==> src/rtl/s2da_pkg.sv <==
`timescale 1ns / 1ps
`default_nettype none
package s2da_pkg;

    localparam int MAG_W       = 32;
    localparam int CMP_W       = 34;
    localparam int DIGIT_COUNT = 10;
    localparam int DIGIT_W     = 4;
    localparam int STAGE_COUNT = DIGIT_COUNT * DIGIT_W;
    localparam int CHAR_W      = 6;
    localparam int PTR_W       = 4;

    localparam logic [CHAR_W-1:0] MINUS_CODE = 6'd45;
    localparam logic [CHAR_W-1:0] ZERO_CODE  = 6'd48;

    localparam logic [PTR_W-1:0] PTR_MINUS = 4'd0;
    localparam logic [PTR_W-1:0] PTR_UNITS = 4'd10;

    localparam logic [CMP_W-1:0] PLACE_VALUE [DIGIT_COUNT] = '{
        34'd1000000000, 34'd100000000, 34'd10000000, 34'd1000000, 34'd100000,
        34'd10000, 34'd1000, 34'd100, 34'd10, 34'd1
    };

    typedef struct packed {
        logic                                neg;
        logic [MAG_W-1:0]                    mag;
        logic [DIGIT_COUNT-1:0][DIGIT_W-1:0] digits;
    } dig_item_t;

endpackage
`default_nettype wire

==> src/rtl/s2da_abs.sv <==
`timescale 1ns / 1ps
`default_nettype none
module s2da_abs
    import s2da_pkg::*;
(
    input  wire logic             clk,
    input  wire logic             rst_n,
    input  wire logic             in_valid,
    output logic                  in_ready,
    input  wire logic [MAG_W-1:0] value,
    output logic                  out_valid,
    input  wire logic             out_ready,
    output dig_item_t             out_item
);

    logic      valid_reg;
    logic      valid_next;
    dig_item_t item_reg;
    dig_item_t item_next;
    logic      load;

    assign in_ready = !valid_reg || out_ready;
    assign load     = in_valid && in_ready;

    always_comb
    begin
        valid_next       = in_ready ? in_valid : valid_reg;
        item_next.neg    = value[MAG_W-1];
        item_next.mag    = value[MAG_W-1] ? (~value + 1'b1) : value;
        item_next.digits = '0;
    end

    always_ff @(posedge clk or negedge rst_n)
    begin
        if (!rst_n)
        begin
            valid_reg <= 1'b0;
        end
        else
        begin
            valid_reg <= valid_next;
        end
    end

    always_ff @(posedge clk)
    begin
        if (load)
        begin
            item_reg <= item_next;
        end
    end

    assign out_valid = valid_reg;
    assign out_item  = item_reg;

endmodule
`default_nettype wire

==> src/rtl/s2da_cell.sv <==
`timescale 1ns / 1ps
`default_nettype none
module s2da_cell
    import s2da_pkg::*;
#(
    parameter int STAGE = 0
)
(
    input  wire logic      clk,
    input  wire logic      rst_n,
    input  wire logic      in_valid,
    output logic           in_ready,
    input  wire dig_item_t in_item,
    output logic           out_valid,
    input  wire logic      out_ready,
    output dig_item_t      out_item
);

    localparam int DIGIT = STAGE / DIGIT_W;
    localparam int BIT   = DIGIT_W - 1 - (STAGE % DIGIT_W);
    localparam logic [CMP_W-1:0] STEP = PLACE_VALUE[DIGIT] << BIT;

    logic             valid_reg;
    logic             valid_next;
    dig_item_t        item_reg;
    dig_item_t        item_next;
    logic             load;
    logic [CMP_W-1:0] mag_ext;
    logic [CMP_W-1:0] diff;
    logic             fits;

    assign in_ready = !valid_reg || out_ready;
    assign load     = in_valid && in_ready;
    assign mag_ext  = {{(CMP_W-MAG_W){1'b0}}, in_item.mag};
    assign diff     = mag_ext - STEP;
    assign fits     = mag_ext >= STEP;

    // one restoring step of the digit for this place
    always_comb
    begin
        valid_next = in_ready ? in_valid : valid_reg;
        item_next  = in_item;
        if (fits)
        begin
            item_next.mag              = diff[MAG_W-1:0];
            item_next.digits[DIGIT][BIT] = 1'b1;
        end
    end

    always_ff @(posedge clk or negedge rst_n)
    begin
        if (!rst_n)
        begin
            valid_reg <= 1'b0;
        end
        else
        begin
            valid_reg <= valid_next;
        end
    end

    always_ff @(posedge clk)
    begin
        if (load)
        begin
            item_reg <= item_next;
        end
    end

    assign out_valid = valid_reg;
    assign out_item  = item_reg;

endmodule
`default_nettype wire

==> src/rtl/s2da_ser.sv <==
`timescale 1ns / 1ps
`default_nettype none
module s2da_ser
    import s2da_pkg::*;
(
    input  wire logic      clk,
    input  wire logic      rst_n,
    input  wire logic      in_valid,
    output logic           in_ready,
    input  wire dig_item_t in_item,
    output logic           out_valid,
    input  wire logic      out_ready,
    output logic [CHAR_W-1:0] char_code,
    output logic           last_char
);

    logic                                busy_reg;
    logic                                busy_next;
    logic [PTR_W-1:0]                    ptr_reg;
    logic [PTR_W-1:0]                    ptr_next;
    logic [DIGIT_COUNT-1:0][DIGIT_W-1:0] digits_reg;
    logic [PTR_W-1:0]                    first_reg;
    logic                                out_valid_reg;
    logic                                out_valid_next;
    logic [CHAR_W-1:0]                   char_reg;
    logic [CHAR_W-1:0]                   char_next;
    logic                                last_reg;
    logic                                last_next;
    logic                                emit;
    logic                                last_emit;
    logic                                load;
    logic [PTR_W-1:0]                    lead;
    logic [PTR_W-1:0]                    first_ptr;
    logic [PTR_W-1:0]                    start_ptr;
    logic [PTR_W-1:0]                    digit_sel;

    assign emit      = busy_reg && (!out_valid_reg || out_ready);
    assign last_emit = emit && (ptr_reg == PTR_UNITS);
    assign in_ready  = !busy_reg || last_emit;
    assign load      = in_valid && in_ready;

    // first nonzero digit, units place if all zero
    always_comb
    begin
        lead = PTR_W'(DIGIT_COUNT - 1);
        for (int i = DIGIT_COUNT - 1; i >= 0; i--)
        begin
            if (in_item.digits[i] != '0)
            begin
                lead = PTR_W'(i);
            end
        end
        first_ptr = lead + 1'b1;
        start_ptr = in_item.neg ? PTR_MINUS : first_ptr;
    end

    assign digit_sel = (ptr_reg == PTR_MINUS) ? '0 : (ptr_reg - 1'b1);

    always_comb
    begin
        busy_next = busy_reg;
        ptr_next  = ptr_reg;
        if (load)
        begin
            busy_next = 1'b1;
            ptr_next  = start_ptr;
        end
        else if (emit)
        begin
            busy_next = !last_emit;
            // after the minus sign, skip the leading zeros
            ptr_next  = (ptr_reg == PTR_MINUS) ? first_reg : (ptr_reg + 1'b1);
        end
    end

    always_comb
    begin
        out_valid_next = out_valid_reg;
        char_next      = char_reg;
        last_next      = last_reg;
        if (emit)
        begin
            out_valid_next = 1'b1;
            char_next      = (ptr_reg == PTR_MINUS) ? MINUS_CODE
                           : (ZERO_CODE + {2'b00, digits_reg[digit_sel]});
            last_next      = (ptr_reg == PTR_UNITS);
        end
        else if (out_ready)
        begin
            out_valid_next = 1'b0;
        end
    end

    always_ff @(posedge clk or negedge rst_n)
    begin
        if (!rst_n)
        begin
            busy_reg      <= 1'b0;
            ptr_reg       <= PTR_MINUS;
            out_valid_reg <= 1'b0;
        end
        else
        begin
            busy_reg      <= busy_next;
            ptr_reg       <= ptr_next;
            out_valid_reg <= out_valid_next;
        end
    end

    always_ff @(posedge clk)
    begin
        if (load)
        begin
            digits_reg <= in_item.digits;
            first_reg  <= first_ptr;
        end
        char_reg <= char_next;
        last_reg <= last_next;
    end

    assign out_valid = out_valid_reg;
    assign char_code = char_reg;
    assign last_char = last_reg;

endmodule
`default_nettype wire

==> src/rtl/signed_int_to_decimal_ascii_unit.sv <==
`timescale 1ns / 1ps
`default_nettype none
// channel   signals                        role
// input     in_valid, in_ready, value      one signed 32-bit number per request
// output    out_valid, out_ready,          one ascii character per request,
//           char_code, last_char           last_char on the final one
//
// a number leaves as 1 to 11 characters, one per cycle while out_ready is high;
// the one-character output port limits how fast numbers go through
// the path to the first character is the absolute value stage, a chain
// of 40 compare-subtract cells (four per decimal place), then the serializer
// reset clears only the valid and busy flags and the character pointer
// a stalled output holds the serializer; full stages behind it hold, empty ones still fill
module signed_int_to_decimal_ascii_unit
    import s2da_pkg::*;
(
    input  wire logic              clk,
    input  wire logic              rst_n,
    input  wire logic              in_valid,
    output logic                   in_ready,
    input  wire logic [MAG_W-1:0]  value,
    output logic                   out_valid,
    input  wire logic              out_ready,
    output logic [CHAR_W-1:0]      char_code,
    output logic                   last_char
);

    logic      chain_valid [STAGE_COUNT+1];
    logic      chain_ready [STAGE_COUNT+1];
    dig_item_t chain_item  [STAGE_COUNT+1];

    s2da_abs u_abs (
        .clk       (clk),
        .rst_n     (rst_n),
        .in_valid  (in_valid),
        .in_ready  (in_ready),
        .value     (value),
        .out_valid (chain_valid[0]),
        .out_ready (chain_ready[0]),
        .out_item  (chain_item[0])
    );

    for (genvar s = 0; s < STAGE_COUNT; s++)
    begin : g_cell
        s2da_cell #(
            .STAGE (s)
        ) u_cell (
            .clk       (clk),
            .rst_n     (rst_n),
            .in_valid  (chain_valid[s]),
            .in_ready  (chain_ready[s]),
            .in_item   (chain_item[s]),
            .out_valid (chain_valid[s+1]),
            .out_ready (chain_ready[s+1]),
            .out_item  (chain_item[s+1])
        );
    end

    s2da_ser u_ser (
        .clk       (clk),
        .rst_n     (rst_n),
        .in_valid  (chain_valid[STAGE_COUNT]),
        .in_ready  (chain_ready[STAGE_COUNT]),
        .in_item   (chain_item[STAGE_COUNT]),
        .out_valid (out_valid),
        .out_ready (out_ready),
        .char_code (char_code),
        .last_char (last_char)
    );

endmodule
`default_nettype wire

==> config.mk <==
export PLATFORM = sky130hd
export DESIGN_NAME = signed_int_to_decimal_ascii_unit
export DESIGN_NICKNAME = d
export VERILOG_FILES = /design/src/rtl/s2da_pkg.sv /design/src/rtl/s2da_abs.sv /design/src/rtl/s2da_cell.sv /design/src/rtl/s2da_ser.sv /design/src/rtl/signed_int_to_decimal_ascii_unit.sv
export SDC_FILE = /design/constraint.sdc
export NUM_CORES = 2
export LEC_CHECK = 0
export BUFFER_PORTS_ARGS = -buffer_cell sky130_fd_sc_hd__buf_2
export CAP_MARGIN = 20
export CELL_PAD_IN_SITES_DETAIL_PLACEMENT = 1
export CELL_PAD_IN_SITES_GLOBAL_PLACEMENT = 2
export CORE_ASPECT_RATIO = 0.8
export CORE_UTILIZATION = 49
export CTS_BUF_LIST = sky130_fd_sc_hd__clkbuf_2 sky130_fd_sc_hd__clkbuf_4 sky130_fd_sc_hd__clkbuf_8
export DETAILED_ROUTE_END_ITERATION = 10
export GPL_TIMING_DRIVEN = 0
export PLACE_DENSITY_LB_ADDON = 0.1
export SLEW_MARGIN = 5
export SYNTH_ARGS = -nofsm -noshare
export SYNTH_HDL_FRONTEND = slang
export SYNTH_SLANG_ARGS = --single-unit
==> constraint.sdc <==
create_clock -name clk -period 9.6 [get_ports clk]
set_clock_uncertainty 0.2 [all_clocks]
set_input_delay 0.48 -clock clk [delete_from_list [all_inputs] [get_ports clk]]
set_output_delay 0.48 -clock clk [all_outputs]
set_load 0.02 [all_outputs]
==> metrics.md <==
| Metric | Value |
|---|---|
| Status | complete, no violations |
| Number of enable flip-flop cells after synthesis | 2150 |
| Synth warn | 0 |
| Largest register FFs | 2068 |
| ANT nets after route | 0 |
| Crit path max fanout | 9 |
| Row cnt | 140 |
| First-pass GRT wire length | between 200000 and 300000 microns |
| Synth Instances | 6064 |
| Initial antenna violation count | 6 |
| Drt pass-1 iters | 5 |
| Switching Fraction | 0.2629 |
| Post-synthesis simple-gate area fraction | 0.1191 |
| Top_reg_cell synth | edfxtp_1 |
| Die width | 481.7 microns |
| XOR/XNOR Fraction of Synth Area | 0.08175 |
| Max-slew violations | 0 |
| Synth cell types | slightly below 90 |
| PortBufs | 43 |
| DRC | 0 |
| TritonCTS clock tree | built |
| Sequential Area | 0.06574 sq mm |
| Sequential Power Share | 0.544 |
| Largest net degree at the start of global routing | 71 |
| Placed insts | 8573 |
| FILL cells | 17567 |
| HPWL Detailed | 133100 microns |
| Synth async-reset ratio | 0.02139 |
| RSZ-0062 raised after global routing | false |
| Clock sink count | 2197 |
| Skew-Pair Late Insertion Delay | 1.02 ns |
| Die height | 385.8 microns |
| Leakage | 34.01 nW |
| Area of the multi-input gates | 0.02386 sq mm |
| Hold WC Path Type | in -> reg |
| Share of layout cells above drive strength 1 | 0.1194 |
| Max Cap Viol | 0 |
| CTS root buffer | clkbuf_8 |
| Worst Setup Path Type | reg -> out |
| Fin crit period | 6.237 ns |
| Clock buffer count from CTS | 356 |
| Worst-path cell chain | clkbuf_1 -> clkinv_1 -> ha_1 -> nand3b_1 -> inv_1 -> a211oi_1 -> buf_2 -> nand4_1 -> nor3_1 -> nand4_1 -> buf_2 |
| Synthesis-to-finish area growth | 13.73% |
| Startpoint Class | flop |
| Starting Density | 0.4942 |
| Top-level I/O count | 45 |
| Compound-cell area share of the yosys netlist | 0.04759 |
| Core Region | 0.1825 sq mm |
| Cts repair resizes | 0 |
| Arrival time at the worst endpoint | 5.56 ns |
| Total die area | 0.1858 sq mm |
| GRT Util Overall | 0.2047 |
| Largest family of logic cells by synthesized area | simple AND/OR/NAND/NOR gates |
| Vias | about 50000 |
| Slew HR | 0.2976 |
| Worst-margin pin slew | around 1.0 ns |
| DRT iter0 DRCs | 3213 |
| Power Density | 235.5 mW/mm^2 |
| Fin. Hold Viols | 0 |
| Grt ovf | 0 |
| Final Non-Filler Cells | 9284 |
| Endpoints failing setup | 0 |
| Net Count, Synth | 6162 |
| Nets@finish | 6696 |
| Vias in the first global route | 52893 |
| Placer's final routability congestion estimate | 0.8157 |
| Peak VDD IR | between 0.15 and 0.2 mV |
| Internal power | between 15 and 20 mW |
| CP Capture Type | output pin |
| Combinational group share of total power | 0.126 |
| Clk buf depth | 4 |
| Clock network power share | 0.330 |
| P_sw | 6.351 mW |
| FF+latch count, synth | between 2000 and 2500 |
| Slowest CP cell | nor3_1 |
| Vias per cell | 5.447 |
| Worst path required time | 8.92 ns |
| Avg WL per Cell | 20.28 microns |
| Setup_tns | 0 ns |
| Post-synthesis adder-cell area fraction | 0.008600 |
| Final period util | 0.6497 |
| Largest stage delay, worst path | 0.97 ns |
| H-tree Lvls | 5 |
| Syn Std Cell Area | around 0.090 sq mm |
| Mux cell area share after synthesis | 0.004258 |
| Fmax | 0.1603 GHz |
| Worst-path clk slew | approximately 0.06 ns |
| Post-Route WL | 188300 microns |
| Seq/Total Area, Yosys | 0.7287 |
| Synth Area per Inst | 14.88 sq um |
[cell type report]
class | instances | area share
Sequential cell | 2197 | 0.6408
Multi-Input combinational cell | 3632 | 0.2326
Clock buffer | 482 | 0.05796
Tap cell | 2414 | 0.02944
Timing Repair Buffer | 176 | 0.02065
Clock inverter | 144 | 0.009720
Inverter | 163 | 0.005964
Buffer | 72 | 0.002781
Antenna cell | 4 | 0.00009757
[final timing paths]
kind | start | endpoint | slack [ns] | cells after the start
max | u_ser.ptr_reg[0] | in_ready | 3.36 | 11
min | value[27] | u_abs.out_item[67] | 0.15 | 3
max reg2reg | u_ser.ptr_reg[0] | u_abs.out_item[45] | 4.17 | 11
min reg2reg | g_cell[21].u_cell.out_item[22] | g_cell[22].u_cell.out_item[22] | 0.16 | 0
max in group asynchronous | rst_n | g_cell[5].u_cell.out_valid | 7.78 | 5
min in group asynchronous | rst_n | g_cell[31].u_cell.out_valid | 0.45 | 4
[synthesized netlist by cell type, types with 23 or more instances]
cell,number,area [sq um]
nand4b_1,23,201.4
nand3_1,147,735.7
nor4b_1,24,210.2
mux2i_1,26,260.3
and3_1,45,281.5
a31oi_1,31,193.9
a21oi_1,126,630.6
ha_1,62,775.7
o31ai_1,60,450.4
dfrtp_1,47,1176
nand3b_1,41,307.8
o21ai_0,173,865.8
nand2_1,406,1524
xor2_1,392,3433
nor4_1,167,1045
xnor2_1,450,3941
clkbuf_1,60,225.2
or2_2,51,319.1
nand2b_1,81,506.7
or3_1,100,625.6
nor3_1,240,1201
nor2b_1,45,281.5
nand4_1,55,344.1
a21o_1,33,247.7
nor2_1,420,1577
edfxtp_1,2150,64560
o211ai_1,32,240.2
and2_1,33,206.5
or4_1,86,645.6
inv_1,158,593.1
[cells by family (layout without fill, tap and decap cells)]
kind of cell | after synthesis | count (layout)
other | 1 | 5
buffers and inverters | 235 | 1037
flip-flops | 2197 | 2197
multiplexers | 37 | 37
XOR/XNOR | 842 | 842
adder cells (fa/ha/maj) | 62 | 62
AND/OR/NAND/NOR | 2043 | 2043
AO/OA/AOI/OAI | 647 | 647
[per-layer routing]
metal,wire (microns),global-route usage,up-vias
met5,18,0,-
met4,3727,0.05526,2
met2,87380,0.3248,917
met3,8459,0.03632,326
li1,-,-,24111
met1,88700,0.2915,25215
[placed cells by master, fill, tap and decap left out, drive strengths merged, types with 51 or more instances in the layout]
cell and instances:
edfxtp 2150, clkbuf 546, xnor2 450, nor2 420, nand2 406, xor2 392
nor3 240, o21ai 177, nor4 171, inv 161, nand3 147, a21oi 126
clkinv 126, buf 108, or3 100, or4 88, nand2b 81, dlygate4sd3 75
ha 62, o31ai 60, nand4 55, or2 51
[metrics by stage]
| stage | hold slack, ns | util | worst slack (ns) | area [sq um] | power, mW |
|---|---|---|---|---|---|
| 2_1_floorplan | -0.01559 | - | 2.894 | 90210 | 15.15 |
| 3_3_place_gp | 0.2003 | 0.5119 | 0.2497 | 93440 | 16.13 |
| 3_5_place_dp | 0.2051 | 0.5195 | 4.034 | 94820 | 16.36 |
| 4_1_cts | 0.02531 | 0.5617 | 3.113 | 102500 | 24.46 |
| 5_1_grt | 0.05234 | 0.5620 | 2.943 | 102600 | 25.27 |
| 6_report | 0.1513 | 0.5621 | 3.363 | 102600 | 24.16 |
[repair_timing]
action,4_1_cts,5_1_grt
setup buffers,0,0
setup endpoints to repair,0,0
hold buffers,75,0
hold endpoints to repair,116,0
[critical path, delay by kind of cell (launching register included)]
kind            cells  cell delay (ns)
buf+inv             5             1.40
compound gates      1             0.48
fa+ha+maj           1             0.32
simple gates        4             1.98
flops               1             0.35
[power by group through the flow]
stage	registers, mW	clock network [mW]	logic [mW]
floorplan	13.1	0	2.07
global placement	13.4	0	2.72
detailed placement	13.4	0	3.01
CTS	13.2	8.23	3.06
global route	13.3	8.58	3.38
finish	13.2	7.97	3.03
Power figures use the tool's default switching activity.
